--- src/sv/olpe_pkg.sv ---
`timescale 1ns / 1ps

package olpe_pkg;

    // Request codes
    localparam logic [2:0] REQ_INS_FRONT = 3'd0;
    localparam logic [2:0] REQ_INS_END   = 3'd1;
    localparam logic [2:0] REQ_INS_POS   = 3'd2;
    localparam logic [2:0] REQ_DEL_FRONT = 3'd3;
    localparam logic [2:0] REQ_DEL_END   = 3'd4;
    localparam logic [2:0] REQ_DEL_POS   = 3'd5;
    localparam logic [2:0] REQ_LIST      = 3'd6;

    // Status codes
    localparam logic [1:0] STAT_OK    = 2'd0;
    localparam logic [1:0] STAT_EMPTY = 2'd1;
    localparam logic [1:0] STAT_OOB   = 2'd2;
    localparam logic [1:0] STAT_FULL  = 2'd3;

    // Operation broadcast along the cell chain
    typedef enum logic [1:0] {
        OP_HOLD = 2'd0,
        OP_INS  = 2'd1,
        OP_DEL  = 2'd2,
        OP_ROT  = 2'd3
    } cell_op_t;

    typedef struct packed {
        logic [2:0]         req_type;
        logic signed [31:0] value;
        logic [7:0]         position;
    } req_t;

    typedef struct packed {
        logic [1:0]         status;
        logic signed [31:0] data_out;
        logic               last;
    } res_t;

endpackage

--- src/sv/ordered_list_positional_edit.sv ---
`timescale 1ns / 1ps
// Edits (insert, delete): result registered on acceptance, valid the cycle after; one
// edit per cycle while the output is not stalled. List all: count results, one per cycle
// while the output is not stalled, as the chain of cells rotates by one; no request is
// taken until the last one is registered. An empty list answers with a single EMPTY result.
// Reset (rst_n low, asynchronous): count cleared, sequencer idle, output empty.
// Cell contents are not reset and are read only below count.

module ordered_list_positional_edit #(
    parameter int DEPTH = 16
) (
    input  logic            clk,
    input  logic            rst_n,
    input  logic            in_valid,
    output logic            in_ready,
    input  olpe_pkg::req_t  req,
    output logic            out_valid,
    input  logic            out_ready,
    output olpe_pkg::res_t  res
);

    localparam int IW = (DEPTH > 1) ? $clog2(DEPTH) : 1;
    localparam int CW = $clog2(DEPTH + 1);
    localparam logic [CW-1:0] FULL_COUNT = CW'(DEPTH);

    typedef enum logic [1:0] {
        ST_IDLE = 2'b01,
        ST_LIST = 2'b10
    } state_t;

    state_t             state_reg, state_next;
    logic [CW-1:0]      count_reg, count_next;
    logic [CW-1:0]      list_left_reg, list_left_next;
    logic               out_valid_reg, out_valid_next;
    olpe_pkg::res_t     out_data_reg, out_data_next;

    olpe_pkg::cell_op_t cell_op;
    logic [IW-1:0]      edit_idx;
    logic [IW-1:0]      last_idx;
    logic signed [31:0] cell_q [DEPTH];
    logic signed [31:0] del_value;

    logic               out_free;
    logic               accept;
    logic [8:0]         pos_w;
    logic [8:0]         count_w;
    logic               full;
    logic               empty;
    logic               ins_pos_ok;
    logic               del_pos_ok;

    // Decode position checks
    assign pos_w      = {1'b0, req.position};
    assign count_w    = 9'(count_reg);
    assign full       = (count_reg == FULL_COUNT);
    assign empty      = (count_reg == '0);
    assign ins_pos_ok = (req.position != 8'd0) && (pos_w <= count_w + 9'd1);
    assign del_pos_ok = (req.position != 8'd0) && (pos_w <= count_w);
    assign last_idx   = IW'(count_reg - CW'(1));

    // Work out the zero-based slot of an edit
    always_comb
    begin
        unique case (req.req_type)
            olpe_pkg::REQ_INS_END: edit_idx = IW'(count_reg);
            olpe_pkg::REQ_DEL_END: edit_idx = IW'(count_reg - CW'(1));
            olpe_pkg::REQ_INS_POS,
            olpe_pkg::REQ_DEL_POS: edit_idx = IW'(req.position - 8'd1);
            default:               edit_idx = '0;
        endcase
    end

    // Select the word under the edit slot
    always_comb
    begin
        del_value = '0;
        for (int i = 0; i < DEPTH; i++)
        begin
            if (edit_idx == IW'(i))
                del_value = cell_q[i];
        end
    end

    assign out_free = !out_valid_reg || out_ready;
    assign in_ready = (state_reg == ST_IDLE) && out_free;
    assign accept   = in_valid && in_ready;

    // Sequence edits and list walks
    always_comb
    begin
        state_next     = state_reg;
        count_next     = count_reg;
        list_left_next = list_left_reg;
        out_valid_next = out_valid_reg && !out_ready;
        out_data_next  = out_data_reg;
        cell_op        = olpe_pkg::OP_HOLD;

        if (state_reg == ST_LIST)
        begin
            if (out_free)
            begin
                out_valid_next         = 1'b1;
                out_data_next.status   = olpe_pkg::STAT_OK;
                out_data_next.data_out = cell_q[0];
                out_data_next.last     = (list_left_reg == CW'(1));
                cell_op                = olpe_pkg::OP_ROT;
                list_left_next         = list_left_reg - CW'(1);
                if (list_left_reg == CW'(1))
                    state_next = ST_IDLE;
            end
        end
        else if (accept)
        begin
            out_data_next.status   = olpe_pkg::STAT_OK;
            out_data_next.data_out = '0;
            out_data_next.last     = 1'b1;
            unique case (req.req_type)
                olpe_pkg::REQ_INS_FRONT,
                olpe_pkg::REQ_INS_END,
                olpe_pkg::REQ_INS_POS:
                begin
                    out_valid_next = 1'b1;
                    if (full)
                        out_data_next.status = olpe_pkg::STAT_FULL;
                    else if (req.req_type == olpe_pkg::REQ_INS_POS && !ins_pos_ok)
                        out_data_next.status = olpe_pkg::STAT_OOB;
                    else
                    begin
                        cell_op    = olpe_pkg::OP_INS;
                        count_next = count_reg + CW'(1);
                    end
                end
                olpe_pkg::REQ_DEL_FRONT,
                olpe_pkg::REQ_DEL_END,
                olpe_pkg::REQ_DEL_POS:
                begin
                    out_valid_next = 1'b1;
                    if (empty)
                        out_data_next.status = olpe_pkg::STAT_EMPTY;
                    else if (req.req_type == olpe_pkg::REQ_DEL_POS && !del_pos_ok)
                        out_data_next.status = olpe_pkg::STAT_OOB;
                    else
                    begin
                        cell_op                = olpe_pkg::OP_DEL;
                        count_next             = count_reg - CW'(1);
                        out_data_next.data_out = del_value;
                    end
                end
                olpe_pkg::REQ_LIST:
                begin
                    if (empty)
                    begin
                        out_valid_next       = 1'b1;
                        out_data_next.status = olpe_pkg::STAT_EMPTY;
                    end
                    else
                    begin
                        state_next     = ST_LIST;
                        list_left_next = count_reg;
                    end
                end
                default:
                begin
                    // drop the unused code: no result, no change
                    out_data_next = out_data_reg;
                end
            endcase
        end
    end

    // Advance control state
    always_ff @(posedge clk or negedge rst_n)
    begin
        if (!rst_n)
        begin
            state_reg     <= ST_IDLE;
            count_reg     <= '0;
            list_left_reg <= '0;
            out_valid_reg <= 1'b0;
        end
        else
        begin
            state_reg     <= state_next;
            count_reg     <= count_next;
            list_left_reg <= list_left_next;
            out_valid_reg <= out_valid_next;
        end
    end

    // Hold the result word
    always_ff @(posedge clk)
    begin
        out_data_reg <= out_data_next;
    end

    assign out_valid = out_valid_reg;
    assign res       = out_data_reg;

    // Chain of cells, head at index 0
    for (genvar g = 0; g < DEPTH; g++)
    begin : g_cell
        logic signed [31:0] left_w;
        logic signed [31:0] right_w;

        if (g == 0)
        begin : g_head
            assign left_w = '0;
        end
        else
        begin : g_body
            assign left_w = cell_q[g-1];
        end

        if (g == DEPTH - 1)
        begin : g_tail
            assign right_w = '0;
        end
        else
        begin : g_mid
            assign right_w = cell_q[g+1];
        end

        olpe_cell #(
            .IW    (IW),
            .INDEX (g)
        ) u_cell (
            .clk       (clk),
            .op        (cell_op),
            .idx       (edit_idx),
            .last_idx  (last_idx),
            .ins_value (req.value),
            .left_q    (left_w),
            .right_q   (right_w),
            .head_q    (cell_q[0]),
            .q         (cell_q[g])
        );
    end

`ifndef SYNTHESIS
    a_count_range: assert property (@(posedge clk) disable iff (!rst_n)
        count_reg <= FULL_COUNT)
        else $error("entry count beyond depth");

    a_list_left: assert property (@(posedge clk) disable iff (!rst_n)
        state_reg == ST_LIST |-> list_left_reg != '0 && list_left_reg <= count_reg)
        else $error("list walk counter out of range");

    a_full_keeps: assert property (@(posedge clk) disable iff (!rst_n)
        (accept && full && (req.req_type == olpe_pkg::REQ_INS_FRONT
            || req.req_type == olpe_pkg::REQ_INS_END
            || req.req_type == olpe_pkg::REQ_INS_POS)) |=> $stable(count_reg))
        else $error("insert into full store changed count");
`endif

endmodule

--- src/sv/olpe_cell.sv ---
`timescale 1ns / 1ps

module olpe_cell #(
    parameter int IW    = 4,
    parameter int INDEX = 0
) (
    input  logic                clk,
    input  olpe_pkg::cell_op_t  op,
    input  logic [IW-1:0]       idx,
    input  logic [IW-1:0]       last_idx,
    input  logic signed [31:0]  ins_value,
    input  logic signed [31:0]  left_q,
    input  logic signed [31:0]  right_q,
    input  logic signed [31:0]  head_q,
    output logic signed [31:0]  q
);

    localparam logic [IW-1:0] MY_IDX = IW'(INDEX);

    logic signed [31:0] value_reg;
    logic signed [31:0] value_next;

    // Pick this cell's next word from the broadcast operation
    always_comb
    begin
        value_next = value_reg;
        unique case (op)
            olpe_pkg::OP_INS:
            begin
                if (MY_IDX == idx)
                    value_next = ins_value;
                else if (MY_IDX > idx)
                    value_next = left_q;
            end
            olpe_pkg::OP_DEL:
            begin
                if (MY_IDX >= idx && MY_IDX < last_idx)
                    value_next = right_q;
            end
            olpe_pkg::OP_ROT:
            begin
                if (MY_IDX < last_idx)
                    value_next = right_q;
                else if (MY_IDX == last_idx)
                    value_next = head_q;
            end
            default:
            begin
                value_next = value_reg;
            end
        endcase
    end

    // Hold the word
    always_ff @(posedge clk)
    begin
        value_reg <= value_next;
    end

    assign q = value_reg;

endmodule

--- config.mk ---
export PLATFORM = sky130hd
export DESIGN_NAME = ordered_list_positional_edit
export DESIGN_NICKNAME = d
export VERILOG_FILES = /design/src/sv/olpe_pkg.sv /design/src/sv/ordered_list_positional_edit.sv /design/src/sv/olpe_cell.sv
export SDC_FILE = /design/constraint.sdc
export NUM_CORES = 2
export LEC_CHECK = 0
export ABC_AREA = 1
export BUFFER_PORTS_ARGS = -buffer_cell sky130_fd_sc_hd__buf_4
export CAP_MARGIN = 30
export CORE_AREA = 2 2 284 286
export DETAILED_ROUTE_END_ITERATION = 10
export DIE_AREA = 0 0 286 288
export PLACE_DENSITY = 0.68
export RECOVER_POWER = 25
export SYNTH_ARGS = -nofsm -noshare
export SYNTH_HDL_FRONTEND = slang
export SYNTH_SLANG_ARGS = --single-unit
--- constraint.sdc ---
create_clock -name clk -period 13.8 [get_ports clk]
set_input_delay 2.76 -clock clk [delete_from_list [all_inputs] [get_ports clk]]
set_output_delay 2.76 -clock clk [all_outputs]
set_load 0.02 [all_outputs]
---- Word level (Yosys, flattened, before mapping) ----
Cells that the tools add are included.
operators by class
  shift operators ......................... 0
  equality and inequality tests ........... 113
  $mul .................................... 0
  reductions and logical operators ........ 67
  muxes and demuxes ....................... 154
  $add $sub $neg .......................... 5
  order comparisons ....................... 50
  divide/modulo/power cells ............... 0
  bitwise operators ....................... 1
operator list
  operator              number
  $mux W32              97
  $pmux W32 S3          16
  $mux W35              3
  $ne A3 B1 Y1 const B  30
  $reduce_and A4 Y1     17
  $eq A4 B4 Y1 const A  16
  $pmux W32 S2          1
  $mux W5               9
  $ne A2 B1 Y1 const B  19
  $eq A3 B4 Y1 const A  8
  $eq A4 B4 Y1 const B  8
  $ge A4 B4 Y1 const A  8
  $gt A4 B4 Y1 const A  8
  $lt A4 B4 Y1 const A  8
  $mux W2               15
  $logic_and A1 B1 Y1   23
  $eq A2 B4 Y1 const A  4
  $eq A4 B3 Y1 const B  4
  $ge A3 B4 Y1 const A  4
  $gt A3 B4 Y1 const A  4
  $lt A3 B4 Y1 const A  4
  $pmux W4 S3           1
  $ne A2 B2 Y1 const B  5
  $pmux W5 S2           1
  45 further kinds      77
storage, ports and cells
  register bits after elaboration ......... 560
  RAM bits ................................ 0
  input bits .............................. 47
  memories kept ........................... 0
  ROM bits ................................ 0
  bits in latches ......................... 0
  word-level logic and storage cells ...... 413

---- Depth between registers and ports, before layout ----
  depth after elaboration ................. 25
  gate-level depth with buffers ........... 22
  depth with buffers taken out ............ 22

---- Hierarchy ----
From an unflattened synthesis, not the netlist that was laid out.
second synthesis, totals
  cells, all modules ...................... 7971
  area, all modules ....................... 51348.0 um2
by module, submodules not included
  module                          area an instance (um2)  cells an instance  times used  sequential area each (um2)
  ordered_list_positional_edit    7538.5                  1384               1           1377.6
  olpe_cell at g_cell[10].u_cell  3081.7                  494                1           960.9
  olpe_cell at g_cell[5].u_cell   2946.6                  458                1           960.9
  olpe_cell at g_cell[4].u_cell   2944.1                  469                1           960.9
  olpe_cell at g_cell[2].u_cell   2824.0                  440                1           960.9
  olpe_cell at g_cell[8].u_cell   2822.7                  432                1           960.9
  olpe_cell at g_cell[11].u_cell  2806.4                  434                1           960.9
  olpe_cell at g_cell[3].u_cell   2800.2                  458                1           960.9
  olpe_cell at g_cell[1].u_cell   2796.4                  437                1           960.9
  olpe_cell at g_cell[6].u_cell   2782.7                  399                1           960.9
  olpe_cell at g_cell[0].u_cell   2733.9                  415                1           960.9
  olpe_cell at g_cell[9].u_cell   2706.3                  328                1           960.9
  olpe_cell at g_cell[15].u_cell  2591.2                  385                1           960.9
  olpe_cell at g_cell[14].u_cell  2546.2                  331                1           960.9
  +3 rows                         n/a                     n/a                n/a         n/a

---- Least setup slack after synthesis ----
Ideal clock, no wire load.
  kind .................................... input port to flip-flop
  start ................................... in req[0] (netlist bit)
  end ..................................... reg g_cell[2].u_cell.value_reg[0] (enable)
  cell stages on the path ................. 12
  path buffers ............................ 1
  setup slack ............................. 6.419 ns
  arrival time ............................ 6.920 ns
  cells stage by stage .................... inv_1 > ha_1 > o41ai_1 > nand4_1 > nand2_1 > nand2_1 > a21oi_1 > inv_1 > buf_2 > nand2_1 > inv_1 > nor3_1
between the ends
  cells in the longest elaborated chain, start to end .. 12
  elaborated cells on any way between the ends .. 30
ends and longest elaborated chain
  element                                                line                                                                      RTL
  start, declared                                        ordered_list_positional_edit.sv:16                                        input olpe_pkg::req_t req,
  $le A8 B6 Y1 (tied with other cells)                   ordered_list_positional_edit.sv:57                                        assign ins_pos_ok = (req.position != 8'd0) && (pos_w <= count_w + 9'd1);
  $logic_and A1 B1 Y1, on equally long branches          ordered_list_positional_edit.sv:57, ordered_list_positional_edit.sv:58
  $logic_not A1 Y1, on equally long branches             ordered_list_positional_edit.sv:125, ordered_list_positional_edit.sv:140
  $logic_and A1 B1 Y1, on equally long branches          ordered_list_positional_edit.sv:125, ordered_list_positional_edit.sv:140
  $mux W1 / $mux W2 (equally long branches)              ordered_list_positional_edit.sv:125, ordered_list_positional_edit.sv:140
  $mux W1 / $mux W2 (equally long branches)              ordered_list_positional_edit.sv:123, ordered_list_positional_edit.sv:138
  $pmux W2 S2                                            ordered_list_positional_edit.sv:117                                       unique case (req.req_type)
  $mux W2                                                ordered_list_positional_edit.sv:112                                       else if (accept)
  $mux W2                                                ordered_list_positional_edit.sv:98                                        if (state_reg == ST_LIST)
  $eq A2 B2 Y1 / $eq A2 B1 Y1 (equally long branches)    olpe_cell.sv:27                                                           unique case (op)
  $ne A3 B1 Y1 (no source line) (tied with other cells)  n/a
  $reduce_and A4 Y1 (no source line) (*)                 n/a
  end signal, assigned                                   olpe_cell.sv:57                                                           value_reg <= value_next;
  end, declared                                          olpe_cell.sv:20                                                           logic signed [31:0] value_reg;
Mark *: on every way between the ends. The rest lies on a longest branch, timed or not.
A chain may end at the register's enable or synchronous reset.

---- Worst setup path in the final report ----
  start ................................... in req[0] (netlist bit)
  end ..................................... reg g_cell[8].u_cell.value_reg[26] (data pin)
between the ends
  cells in the longest elaborated chain, start to end .. 11
  elaborated cells on any way between the ends .. 24
ends and longest elaborated chain
  element                                              line                                                                      RTL
  $le A8 B6 Y1 (tied with other cells)                 ordered_list_positional_edit.sv:57
  $logic_and A1 B1 Y1, on equally long branches        ordered_list_positional_edit.sv:57, ordered_list_positional_edit.sv:58
  $logic_not A1 Y1, on equally long branches           ordered_list_positional_edit.sv:125, ordered_list_positional_edit.sv:140
  $logic_and A1 B1 Y1, on equally long branches        ordered_list_positional_edit.sv:125, ordered_list_positional_edit.sv:140
  $mux W1 / $mux W2 (equally long branches)            ordered_list_positional_edit.sv:125, ordered_list_positional_edit.sv:140
  $mux W1 / $mux W2 (equally long branches)            ordered_list_positional_edit.sv:123, ordered_list_positional_edit.sv:138
  $pmux W2 S2                                          ordered_list_positional_edit.sv:117
  $mux W2                                              ordered_list_positional_edit.sv:112
  $mux W2                                              ordered_list_positional_edit.sv:98
  $eq A2 B2 Y1 / $eq A2 B1 Y1 (equally long branches)  olpe_cell.sv:27
  $pmux W32 S3 (*)                                     olpe_cell.sv:27
  net g_cell[8].u_cell.value_next[26]                  olpe_cell.sv:21                                                           logic signed [31:0] value_next;
  end signal, assigned                                 olpe_cell.sv:57
  end, declared                                        olpe_cell.sv:20
The timed path passes the listed nets; every way through them passes the cells marked *.

==> flow_metrics.tcl <==
set metrics [dict create \
    syn_avg_cell_area_um2 7.71 \
    hold_viol_final 0 \
    final_cell_area_mm2 0.0425 \
    io_pins 84 \
    cts_hold_buf 0 \
    drc 0 \
    routedWlPerCell_um 27.8 \
    yosys_warnings 0 \
    dp_hpwl_mm 96.7 \
    initial_core_util 0.494 \
    fmax_mhz 103 \
    clk_pin_slew_worst_paths_ns 0.06 \
    io_buffers 83 \
    grt_overflow 0 \
    ys_seq_area_frac 0.426 \
    drt_first_pass_iters 7 \
    design.core.area_mm2 0.0796 \
    layout-drive-gt1-share 0.0668 \
    layout.nets 4956 \
    dieHeight_um 288 \
    start_kind "primary input" \
    synth_top_area_frac 0.418 \
    num_rows 104 \
    finalCritPeriodShare 0.705 \
    syn_inst 5096 \
    path_max_fanout 67 \
    cts.sinks 560 \
    end_kind "register" \
    vdd_drop_max_v 0.0000753 \
    synth-seq-cells 560 \
    synth_edf_count 547 \
    hold_class "reg -> reg" \
    slew_violations 582 \
    fin_skew_ns 0.0231 \
    cp.required_ns 14.18 \
    p_leak_nw 15.3 \
    synthDistinctLibCells 48 \
    power_density_mw_per_mm2 99.5 \
    postPlaceCellArea_mm2 0.0405 \
    routed_wl_mm 167 \
    final_antenna_net_count 0 \
    ctsHtreeMaxLevel 3 \
    fin_tns_setup_ns 0 \
    cts.repair.resized 0 \
    synthArstFlopShare 0.0232 \
    yosys.area.top_type "edfxtp_1" \
    synth_area_leaders "edfxtp_1, nand2_1, o221ai_1" \
    worst-endpoint-arrival_ns 10.11 \
    netlist_top_cells_count "nand2_1, o21ai_0, edfxtp_1" \
    critPathKind "in -> reg" \
    synth_fp_nets 5162 \
    die_area_mm2 0.0824 \
    clkLatencyLatePin_ns 0.64 \
    maxSlewHeadroom -1.68 \
    grt_antenna_before_repair 13 \
    final-setup-viol-count 0 \
    cts-buffers-inserted 69 \
    failed_checks "capacitance limit, slew limit" \
    gr-usage-all-layers 0.396 \
    largest_reg_flops 512 \
    area_growth_pct 8.06 \
    cts_tree "done" \
    die_w_um 286 \
    synth_flop_cell "edfxtp_1" \
    period_minus_slack_ns 9.73 \
    outcome "complete, but fails checks" \
    grt_max_degree 176 \
    postCtsSetupRepairBufs 0 \
    netlist_area_mm2 0.0393 \
    gp_congestion 0.929 \
    post-synth-top-count-cell "nand2_1" \
    first_iter_violations 6557 \
    vias 41200 \
    grt_first_pass_wirelength_mm 246 \
    viasPerCell 6.86 \
    clk_path_buf_depth 3 \
    grt_pass1_vias 37800 \
    cts_root_buf "clkbuf_16" \
    maxCapViolCount 10 \
    tightest_slew_ns 4.01 \
    rsz0062_at_grt "false" \
]
-- worst max-delay path: stages --
cell and delay [ns]:
clkbuf_4 0.11, inv_1 0.18, ha_1 0.29, o41ai_1 0.44
nand4_1 0.19, nand2_1 0.13, nand2_1 0.15, clkinvlp_2 1.64
clkbuf_1 2.83, buf_4 1.00, nand2_1 0.10, o221ai_1 0.11
-- worst paths after layout --
path                         startpoint                endpoint  slack [ns]  cells past startpoint
max                              req[0]  g_cell[8].u_cell.q[26]        4.07                     12
min                        state_reg[1]            state_reg[1]        0.48                      2
max reg2reg                state_reg[0]  g_cell[9].u_cell.q[18]        5.53                      7
min reg2reg                state_reg[1]            state_reg[1]        0.48                      2
max in group asynchronous         rst_n        list_left_reg[2]       11.05                      1
min in group asynchronous         rst_n            count_reg[0]        2.22                      1
-- cell type report --
| type | instances | area, um2 |
|---|---|---|
| multi-input combinational | 3673 | 19500 |
| tap | 1060 | 1330 |
| timing repair buffer | 174 | 1250 |
| sequential | 560 | 16800 |
| fill | 7556 | 37200 |
| inverter | 412 | 1560 |
| antenna | 6 | 15.0 |
| clock buffer | 87 | 1820 |
| clock inverter | 36 | 297 |
-- stage by stage --
step	setup slack, ns	hold slack [ns]	util	total power, W	std cells
2_1_floorplan	6.42	0.459	-	0.00224	5096
3_3_place_gp	5.89	0.476	0.507	0.00242	5871
3_5_place_dp	5.94	0.478	0.509	0.00243	5877
4_1_cts	6.55	0.491	0.535	0.00420	6000
5_1_grt	3.88	0.540	0.533	0.00432	6007
6_report	4.07	0.483	0.533	0.00423	6008
-- cells by family after synthesis --
group,Yosys count,synth area share
compound gates,1686,0.281
buf+inv,863,0.0867
xor+xnor,6,0.00134
flops,560,0.426
fa+ha+maj,19,0.00605
simple gates,1962,0.199
-- placed cells by master, fill, tap and decap left out, types with 27 or more instances in the layout --
cell	n
clkinv_1	47
nand3_1	130
o21ai_0	624
a21oi_1	74
o2111ai_1	42
buf_4	118
o21ai_1	112
o221ai_1	415
o22ai_1	127
nand2_1	1615
edfxtp_1	547
a22oi_1	27
clkbuf_16	70
inv_1	348
clkbuf_1	63
o211ai_1	227
nor2_1	106
-- report_power, final --
| group | internal (W) | switching [W] |
|---|---|---|
| Combinational | 0.000154 | 0.000410 |
| Clock | 0.00101 | 0.000792 |
| Sequential | 0.00186 | 0.00000151 |
-- routing by layer --
layer / global-route usage / vias to the layer above / wire length, um
li1: - / 18000 / -
met1: 0.525 / 19100 / 62000
met2: 0.573 / 3418 / 69200
met3: 0.110 / 647 / 24700
met4: 0.247 / 10 / 11200
met5: 0 / - / 58
Note: power is estimated with default switching activity, not from simulation.
